### src/sv/spq_pkg.sv
`timescale 1ns / 1ps
`default_nettype none

package spq_pkg;

	// Operation codes
	localparam logic [1:0] OP_INSERT = 2'd0;
	localparam logic [1:0] OP_POP    = 2'd1;
	localparam logic [1:0] OP_CLEAR  = 2'd2;
	localparam logic [1:0] OP_STATUS = 2'd3;

	// Status codes
	localparam logic [1:0] ST_OK    = 2'd0;
	localparam logic [1:0] ST_EMPTY = 2'd1;
	localparam logic [1:0] ST_FULL  = 2'd2;

	localparam int DATA_W  = 32;
	localparam int COUNT_W = 5;

	typedef struct packed {
		logic [1:0]               op;
		logic signed [DATA_W-1:0] value;
	} req_t;

	typedef struct packed {
		logic [1:0]               status;
		logic signed [DATA_W-1:0] popped_value;
		logic signed [DATA_W-1:0] head_value;
		logic signed [DATA_W-1:0] tail_value;
		logic [COUNT_W-1:0]       count;
		logic                     is_empty;
	} rsp_t;

	// Broadcast to every cell of the chain
	typedef struct packed {
		logic                     ins;
		logic                     pop;
		logic signed [DATA_W-1:0] value;
	} cell_ctrl_t;

endpackage

`default_nettype wire

### src/sv/spq_cell.sv
`timescale 1ns / 1ps
`default_nettype none

module spq_cell (
	input  wire logic                             clk,
	input  wire spq_pkg::cell_ctrl_t              ctrl,
	input  wire logic                             occupied,
	input  wire logic                             left_lt,
	input  wire logic signed [spq_pkg::DATA_W-1:0] left_value,
	input  wire logic signed [spq_pkg::DATA_W-1:0] right_value,
	output logic                                  lt,
	output logic signed [spq_pkg::DATA_W-1:0]     value_q
);
	import spq_pkg::*;

	// The new value goes behind this cell when it is strictly greater
	assign lt = occupied && (ctrl.value > value_q);

	// Keep, take the new value, shift in from the left on insert; from the right on pop
	always_ff @(posedge clk) begin
		if (ctrl.ins) begin
			if (!lt) begin
				value_q <= left_lt ? ctrl.value : left_value;
			end
		end else if (ctrl.pop) begin
			value_q <= right_value;
		end
	end

endmodule

`default_nettype wire

### src/sv/sorted_priority_queue.sv
`timescale 1ns / 1ps
`default_nettype none

// Sorted priority queue built as a chain of CAPACITY compare-and-shift cells.
// Values are signed Q16.16, kept ascending with the smallest at the head; an
// insert lands ahead of the first stored value greater than or equal to it,
// so the newest of equal values stands first. Every cell compares against the
// request value in parallel and shifts by one place, so one request is taken
// per clock while the output is not stalled, and its result appears in an
// output register in the cycle after the request is taken.
// Pop on an empty queue reports status EMPTY; insert into a full queue is
// dropped and reports FULL. The count field shows the fill masked to 5 bits.
module sorted_priority_queue #(
	parameter int CAPACITY = 16
) (
	input  wire logic          clk,
	input  wire logic          arst_n,
	input  wire logic          req_valid,
	output logic               req_stall,
	input  wire spq_pkg::req_t req,
	output logic               rsp_valid,
	input  wire logic          rsp_stall,
	output spq_pkg::rsp_t      rsp
);
	import spq_pkg::*;

	localparam int FILL_W = $clog2(CAPACITY + 1);
	localparam logic [FILL_W-1:0] FILL_MAX = FILL_W'(CAPACITY);

	logic                     accept;
	logic [FILL_W-1:0]        fill_q;
	logic [FILL_W-1:0]        fill_n;
	logic signed [DATA_W-1:0] tail_q;
	logic signed [DATA_W-1:0] tail_n;
	logic signed [DATA_W-1:0] head_n;
	logic                     is_full;
	logic                     is_empty_now;
	logic                     rsp_valid_q;
	rsp_t                     rsp_q;
	rsp_t                     rsp_n;
	cell_ctrl_t               ctrl;
	logic [CAPACITY-1:0]      lt_v;
	logic signed [DATA_W-1:0] vals [CAPACITY];

	// Take a request whenever the output register is free or being drained
	assign req_stall = rsp_valid_q && rsp_stall;
	assign accept    = req_valid && !req_stall;

	assign is_full      = (fill_q == FILL_MAX);
	assign is_empty_now = (fill_q == '0);

	assign ctrl.ins   = accept && (req.op == OP_INSERT) && !is_full;
	assign ctrl.pop   = accept && (req.op == OP_POP) && !is_empty_now;
	assign ctrl.value = req.value;

	// Chain of cells
	for (genvar i = 0; i < CAPACITY; i++) begin : g_cell
		logic                     left_lt;
		logic signed [DATA_W-1:0] left_value;
		logic signed [DATA_W-1:0] right_value;

		if (i == 0) begin : g_first
			assign left_lt    = 1'b1;
			assign left_value = req.value;
		end else begin : g_mid
			assign left_lt    = lt_v[i-1];
			assign left_value = vals[i-1];
		end

		if (i == CAPACITY - 1) begin : g_last
			assign right_value = vals[i];
		end else begin : g_inner
			assign right_value = vals[i+1];
		end

		spq_cell u_cell (
			.clk         (clk),
			.ctrl        (ctrl),
			.occupied    (fill_q > FILL_W'(i)),
			.left_lt     (left_lt),
			.left_value  (left_value),
			.right_value (right_value),
			.lt          (lt_v[i]),
			.value_q     (vals[i])
		);
	end

	// Work out fill, head, tail and the response after this request
	always_comb begin
		fill_n = fill_q;
		head_n = vals[0];
		tail_n = tail_q;
		rsp_n  = '0;
		unique case (req.op)
			OP_INSERT: begin
				if (is_full) begin
					rsp_n.status = ST_FULL;
				end else begin
					fill_n = fill_q + FILL_W'(1);
					head_n = lt_v[0] ? vals[0] : req.value;
					if (is_empty_now || (req.value > tail_q)) begin
						tail_n = req.value;
					end
				end
			end
			OP_POP: begin
				if (is_empty_now) begin
					rsp_n.status = ST_EMPTY;
				end else begin
					fill_n             = fill_q - FILL_W'(1);
					head_n             = vals[1];
					rsp_n.popped_value = vals[0];
				end
			end
			OP_CLEAR: begin
				fill_n = '0;
			end
			OP_STATUS: begin
			end
			default: begin
			end
		endcase
		if (fill_n != '0) begin
			rsp_n.head_value = head_n;
			rsp_n.tail_value = tail_n;
		end
		rsp_n.count    = COUNT_W'(fill_n);
		rsp_n.is_empty = (fill_n == '0);
	end

	// Hold control state
	always_ff @(posedge clk or negedge arst_n) begin
		if (!arst_n) begin
			fill_q      <= '0;
			rsp_valid_q <= 1'b0;
		end else begin
			if (accept) begin
				fill_q      <= fill_n;
				rsp_valid_q <= 1'b1;
			end else if (!rsp_stall) begin
				rsp_valid_q <= 1'b0;
			end
		end
	end

	// Advance tail and result payload
	always_ff @(posedge clk) begin
		if (accept) begin
			tail_q <= tail_n;
			rsp_q  <= rsp_n;
		end
	end

	assign rsp_valid = rsp_valid_q;
	assign rsp       = rsp_q;

endmodule

`default_nettype wire
### config.mk
export PLATFORM = sky130hd
export DESIGN_NAME = sorted_priority_queue
export DESIGN_NICKNAME = d
export VERILOG_FILES = /design/src/sv/spq_pkg.sv /design/src/sv/spq_cell.sv /design/src/sv/sorted_priority_queue.sv
export SDC_FILE = /design/constraint.sdc
export NUM_CORES = 2
export LEC_CHECK = 0
export BUFFER_PORTS_ARGS = -buffer_cell sky130_fd_sc_hd__buf_2
export CORE_UTILIZATION = 59
export CTS_BUF_LIST = sky130_fd_sc_hd__clkbuf_8
export DETAILED_ROUTE_END_ITERATION = 10
export PLACE_DENSITY = 0.79
export SLEW_MARGIN = 30
export SYNTH_ARGS = -nofsm -noshare
export SYNTH_HDL_FRONTEND = slang
export SYNTH_SLANG_ARGS = --single-unit
### constraint.sdc
create_clock -name clk -period 7.1 [get_ports clk]
set_clock_uncertainty 0.2 [all_clocks]
set_input_delay 1.775 -clock clk [delete_from_list [all_inputs] [get_ports clk]]
set_output_delay 1.775 -clock clk [all_outputs]
set_load 0.1 [all_outputs]
# After elaboration in Yosys (flattened, before gate mapping)
# Cells that the tools add are included.
# Widths: inputs -> output; s select.
word_totals:
  register_bits: 654
  inputBits: 38
  out_inout_bits: 106
op_classes:
  addsub: 2
  n_lt_le_gt_ge: 33
  n_eq_ne: 18
  n_mux: 74
  bitwise: 2
  n_reduce_logical: 47
ops:
  columns: ["operator", "n"]
  rows:
  - ["$mux 32", 65]
  - ["$gt 32x32->1", 17]
  - ["$pmux 32 s2", 1]
  - ["$gt 5x4->1 const B", 8]
  - ["$reduce_and 2->1", 15]
  - ["$ne 2x2->1 const B", 14]
  - ["$logic_and 1x1->1", 22]
  - ["$gt 5x3->1 const B", 4]
  - ["$pmux 5 s3", 1]
  - ["$gt 5x1->1 const B", 2]
  - ["$gt 5x2->1 const B", 2]
  - ["$logic_not 5->1", 2]
  - ["$mux 5", 2]
  - ["$add 5x1->5 const B", 1]
  - ["$eq 5x5->1 const B", 1]
  - ["$reduce_bool 5->1", 1]
  - ["$sub 5x1->5 const B", 1]
  - ["$pmux 2 s2", 1]
  - ["$logic_not 1->1", 3]
  - ["$mux 1", 3]
  - ["$eq 2x1->1 const B", 1]
  - ["$eq 2x2->1 const B", 1]
  - ["$logic_not 2->1", 1]
  - ["$mux 2", 1]
  - ["5 further kinds", 6]

# Longest topological paths before layout
depth:
  depth_word: 7
  ltp_mapped: 14

# By module
# From an unflattened synthesis, not the netlist that was laid out.
unflattened:
  hier_cells: 4833
  area_unflattened_um2: 47459.3
by_module_without_submodules:
  columns: ["mod", "instances", "cells_per_inst", "area_per_inst_um2"]
  rows:
  - ["spq_cell", 16, 261, 2511.2]
  - ["sorted_priority_queue", 1, 657, 7280.7]

# Least setup slack after synthesis
# OpenSTA, ideal clock, no wires.
synth_timing:
  kind: "input to register"
  from: "input port rsp_stall"
  to: "register g_cell[6].u_cell.value_q[0] (netlist bit) (enable)"
  arrival_time_ns: 7.775
  required_time_ns: 6.434
  path_slack_ns: -1.341
  cell_stages: 7
  path_buffers: 2
  cell_sequence: "nand2_1 nand2_1 inv_1 nand2_1 clkbuf_1 clkbuf_1 o21ai_0"
synth_via:
  elab_chain_cells: 7
  word_cells_on_any_way: 10
  classes_between: "eq/ne: 1; reduce/logical: 9"
synth_lines:
  columns: ["item", "line", "rtl"]
  rows:
  - ["start, declared", "sorted_priority_queue.sv:22", "input wire logic rsp_stall,"]
  - ["$logic_and 1x1->1 (*)", "sorted_priority_queue.sv:46", "assign req_stall = rsp_valid_q && rsp_stall;"]
  - ["$logic_not 1->1 (*)", "sorted_priority_queue.sv:47", "assign accept = req_valid && !req_stall;"]
  - ["$logic_and 1x1->1 (*)", "sorted_priority_queue.sv:47", null]
  - ["via accept", "sorted_priority_queue.sv:30", "logic accept;"]
  - ["$logic_and 1x1->1, on equally long branches (2 in a row)", "sorted_priority_queue.sv:52, sorted_priority_queue.sv:53", null]
  - ["$ne 2x2->1 (no source line) / $reduce_bool 2->1 (equally long branches)", null, null]
  - ["$reduce_and 2->1 (no source line) (*)", null, null]
  - ["end signal, assigned", "spq_cell.sv:23", "value_q <= left_lt ? ctrl.value : left_value;"]
  - ["end signal, assigned", "spq_cell.sv:26", "value_q <= right_value;"]
  - ["end, declared", "spq_cell.sv:12", "output logic signed [spq_pkg::DATA_W-1:0] value_q"]
# The timed path passes the listed nets; every way through them passes the cells marked *.
# A chain may end at the register's enable or synchronous reset.

# Worst setup path after layout
layout_timing:
  from: "input port req[1] (netlist bit)"
  to: "register g_cell[15].u_cell.value_q[7] (netlist bit), data pin"
layout_via:
  elab_chain_cells: 3
layout_lines:
  columns: ["item", "line", "rtl"]
  rows:
  - ["start, declared", "sorted_priority_queue.sv:20", "input wire spq_pkg::req_t req,"]
  - ["$gt 32x32->1", "spq_cell.sv:17", "assign lt = occupied && (ctrl.value > value_q);"]
  - ["$logic_and 1x1->1", "spq_cell.sv:17", null]
  - ["$mux 32", "spq_cell.sv:23", null]
  - ["end signal, assigned", "spq_cell.sv:23", null]
  - ["end signal, assigned", "spq_cell.sv:26", null]
  - ["end, declared", "spq_cell.sv:12", null]
# Every way passes these cells.

==> reports/metrics.yaml <==
outcome:
  outcome: "finished clean"
placement:
  place_congestion: 0.998
  place_hpwl_um: 108000
  place.port_buffers: 143
sta:
  finalCriticalPeriod_ps: 5490
  slew_viol_final: 0
  rsz0062_at_grt: "no"
  finalSetupTns_ps: 0
  final.period_utilization_pct: 77.4
  report.final.hold_viol_count: 0
  worstMarginPinSlew_ps: 1130
  relSlewSlack_pct: 23.6
  setup_viol: 0
  max_freq_ghz: 0.182
finish:
  final_nets: 5349
  area_growth_pct: 9.78
  final_common_cell: "edfxtp_1"
  nFillCells: 5987
  final_cell_mix: "648 x edfxtp_1, 581 x inv_1, 549 x ha_1, 439 x nand2_1, 357 x mux2i_1"
  final_util_pct: 65.8
  regArea_mm2: 0.0196
  drive_gt1_share_pct: 9.73
  multi_input_area_mm2: 0.0232
logic_synthesis:
  syn-cell-area_mm2: 0.0457
  ys_ff_latch: 654
  synth_seq_area_share_pct: 42.9
  synth_cell_type_count: 87
  synth_edf_count: 648
  netlist_instances: 4624
  yosysWarningCount: 0
  synth_nets: 5211
  synth-main-ff-cell: "edfxtp_1"
  async_flop_share_pct: 0.917
  synth.avg_cell_area_um2: 9.89
setup_path:
  r2r_start: "fill_q[0]"
  endpoint_kind: "register"
  cp-startpoint: "req[1]"
  startpoint_type: "primary input"
  required_ps: 7390
  cp_num_buf_inv: 2
  cp_max_fo: 27
  path_cells: "buf_2 -> ha_1 -> and3_1 -> a221o_1 -> a21oi_1 -> o211ai_1 -> a221oi_1 -> o21ai_1 -> mux2i_4 -> buf_4 -> mux2_1"
  slowest_delay_ps: 730
  cpMaxStageDelayCell: "a221oi_1"
  critPathArrivalTime_ps: 5790
  path_class: "in -> reg"
  cp_top_family: "compound AO/OA/AOI/OAI gates"
route:
  ant_nets: 0
  vias: 39103
  drc: 0
  via_per_inst: 6.64
  routedWlPerCell_um: 25.3
  drt_iter0_drc: 5358
  dr.pass1.iters: 7
  wl_um: 149000
clocking:
  ctsResizeCount: 0
  clock_path_buffers: 3
  ctsRootBufferMaster: "clkbuf_8"
  cts_tree: "yes"
  cts_setup_buffers: 0
  cts.hold.buffers_added: 0
  path_clk_slew_ps: 60
  cts_sinks: 654
  cts_made_buffers: 110
  clock_latency_ps: 800
  htree_levels: 3
global_route:
  grt_overflow: 0
  grt_start_max_net_pins: 173
  grt_pass1_wl_um: 221000
  antenna_found_initial: 9
  grt_pass1_vias: 37373
  grt_usage_pct: 37.2
min_path:
  worstHoldStart: "rsp_valid"
  hold_path_class: "reg -> reg"
floorplan:
  die_h_um: 280
  placement_rows: 101
  ios: 144
  core_mm2: 0.0763
  fp.dieW_um: 280
  start_util_pct: 59.9
  die-area_mm2: 0.0786
pwr:
  p_leak_nw: 21.7
  pwr_density_cell_mw_per_mm2: 274
  ir_drop_mv: 0.213
job:
  maxCapViolations: 0
[worst reg2reg max path: stages (launching register included)]
cell	delay, ps
dfrtp_1	730
inv_2	130
ha_1	280
nor4b_1	160
buf_4	210
nor2_2	740
nand2_1	810
o21ai_2	620
buf_12	260
[power by group]
part / switching [W] / internal (W) / total, W
combinational: 0.00357 / 0.00158 / 0.00515
sequential: 0.000383 / 0.00489 / 0.00527
clock: 0.00171 / 0.00162 / 0.00334
total: 0.00567 / 0.00810 / 0.0138
[stage by stage]
step	hold WS, ps	instance area [um2]	instances	total power, W	setup WS, ps
2_1_floorplan	329	45700	4624	0.00888	6.62
3_3_place_gp	306	48000	5677	0.0102	478
3_5_place_dp	341	48100	5680	0.0103	992
4_1_cts	349	50200	5883	0.0136	1760
5_1_grt	369	50200	5886	0.0142	1550
6_report	346	50200	5887	0.0138	1610
[cells by family (layout without fill, tap and decap cells)]
family | after synthesis | count (layout) | share of synthesized area (%)
buf+inv | 814 | 1043 | 7.01
mux | 393 | 393 | 8.74
simple gates | 1107 | 1107 | 11.1
other cells | 0 | 4 | 0
flops | 654 | 654 | 42.9
fa+ha+maj | 549 | 549 | 15.0
xor+xnor | 3 | 3 | 0.0575
compound gates | 1104 | 1104 | 15.2
[synth_stat cells, types with 19 or more instances]
cell,count,area share [%]
o221ai_1,127,2.4
nand2_1,442,3.6
ha_1,549,15
a211oi_1,31,0.51
a21o_1,75,1.2
buf_4,19,0.31
nand4_1,87,1.2
o2bb2ai_1,30,0.57
nor3_1,28,0.31
o211ai_1,29,0.48
o21ai_0,139,1.5
mux2_1,31,0.76
edfxtp_1,648,43
inv_1,555,4.6
a21oi_1,333,3.6
nor2_1,229,1.9
a32oi_1,30,0.57
buf_2,28,0.31
o21ai_1,204,2.2
mux2i_1,357,7.8
nor2b_1,29,0.40
clkbuf_1,197,1.6
nand3_1,208,2.3
[final cells by class]
type	count	area share, %
multi-input cells	3156	46.1
flip-flops and latches	654	39.1
inverters	557	4.17
repair buffers	283	3.90
clock buffers	114	3.12
well taps	1030	2.57
clock inverters	89	1.04
diodes	4	0.0199
[layer usage]
layer	share of wire, %	global-route usage, %
met3	12	9.35
met5	0.063	0
met2	45	57.5
met4	6.5	21.7
met1	37	47.3
[state kept, by name (all words and copies together), names as in the netlist]
register and count:
rsp 104, fill_q 5, g_cell.u_cell.value_q 512, rsp_valid 1, tail_q 32
[path summary, 6_finish.rpt]
path                                                     end  slack [ps]  cells past startpoint
worst max-delay path            g_cell[15].u_cell.value_q[7]        1610                     11
worst min-delay path                               rsp_valid         350                      2
worst max register to register  g_cell[3].u_cell.value_q[20]        2640                      8
worst min register to register                     rsp_valid         350                      2
max in group asynchronous                          fill_q[0]        5940                      1
min in group asynchronous                          fill_q[2]         600                      1
Note: power is estimated with default switching activity, not from simulation.
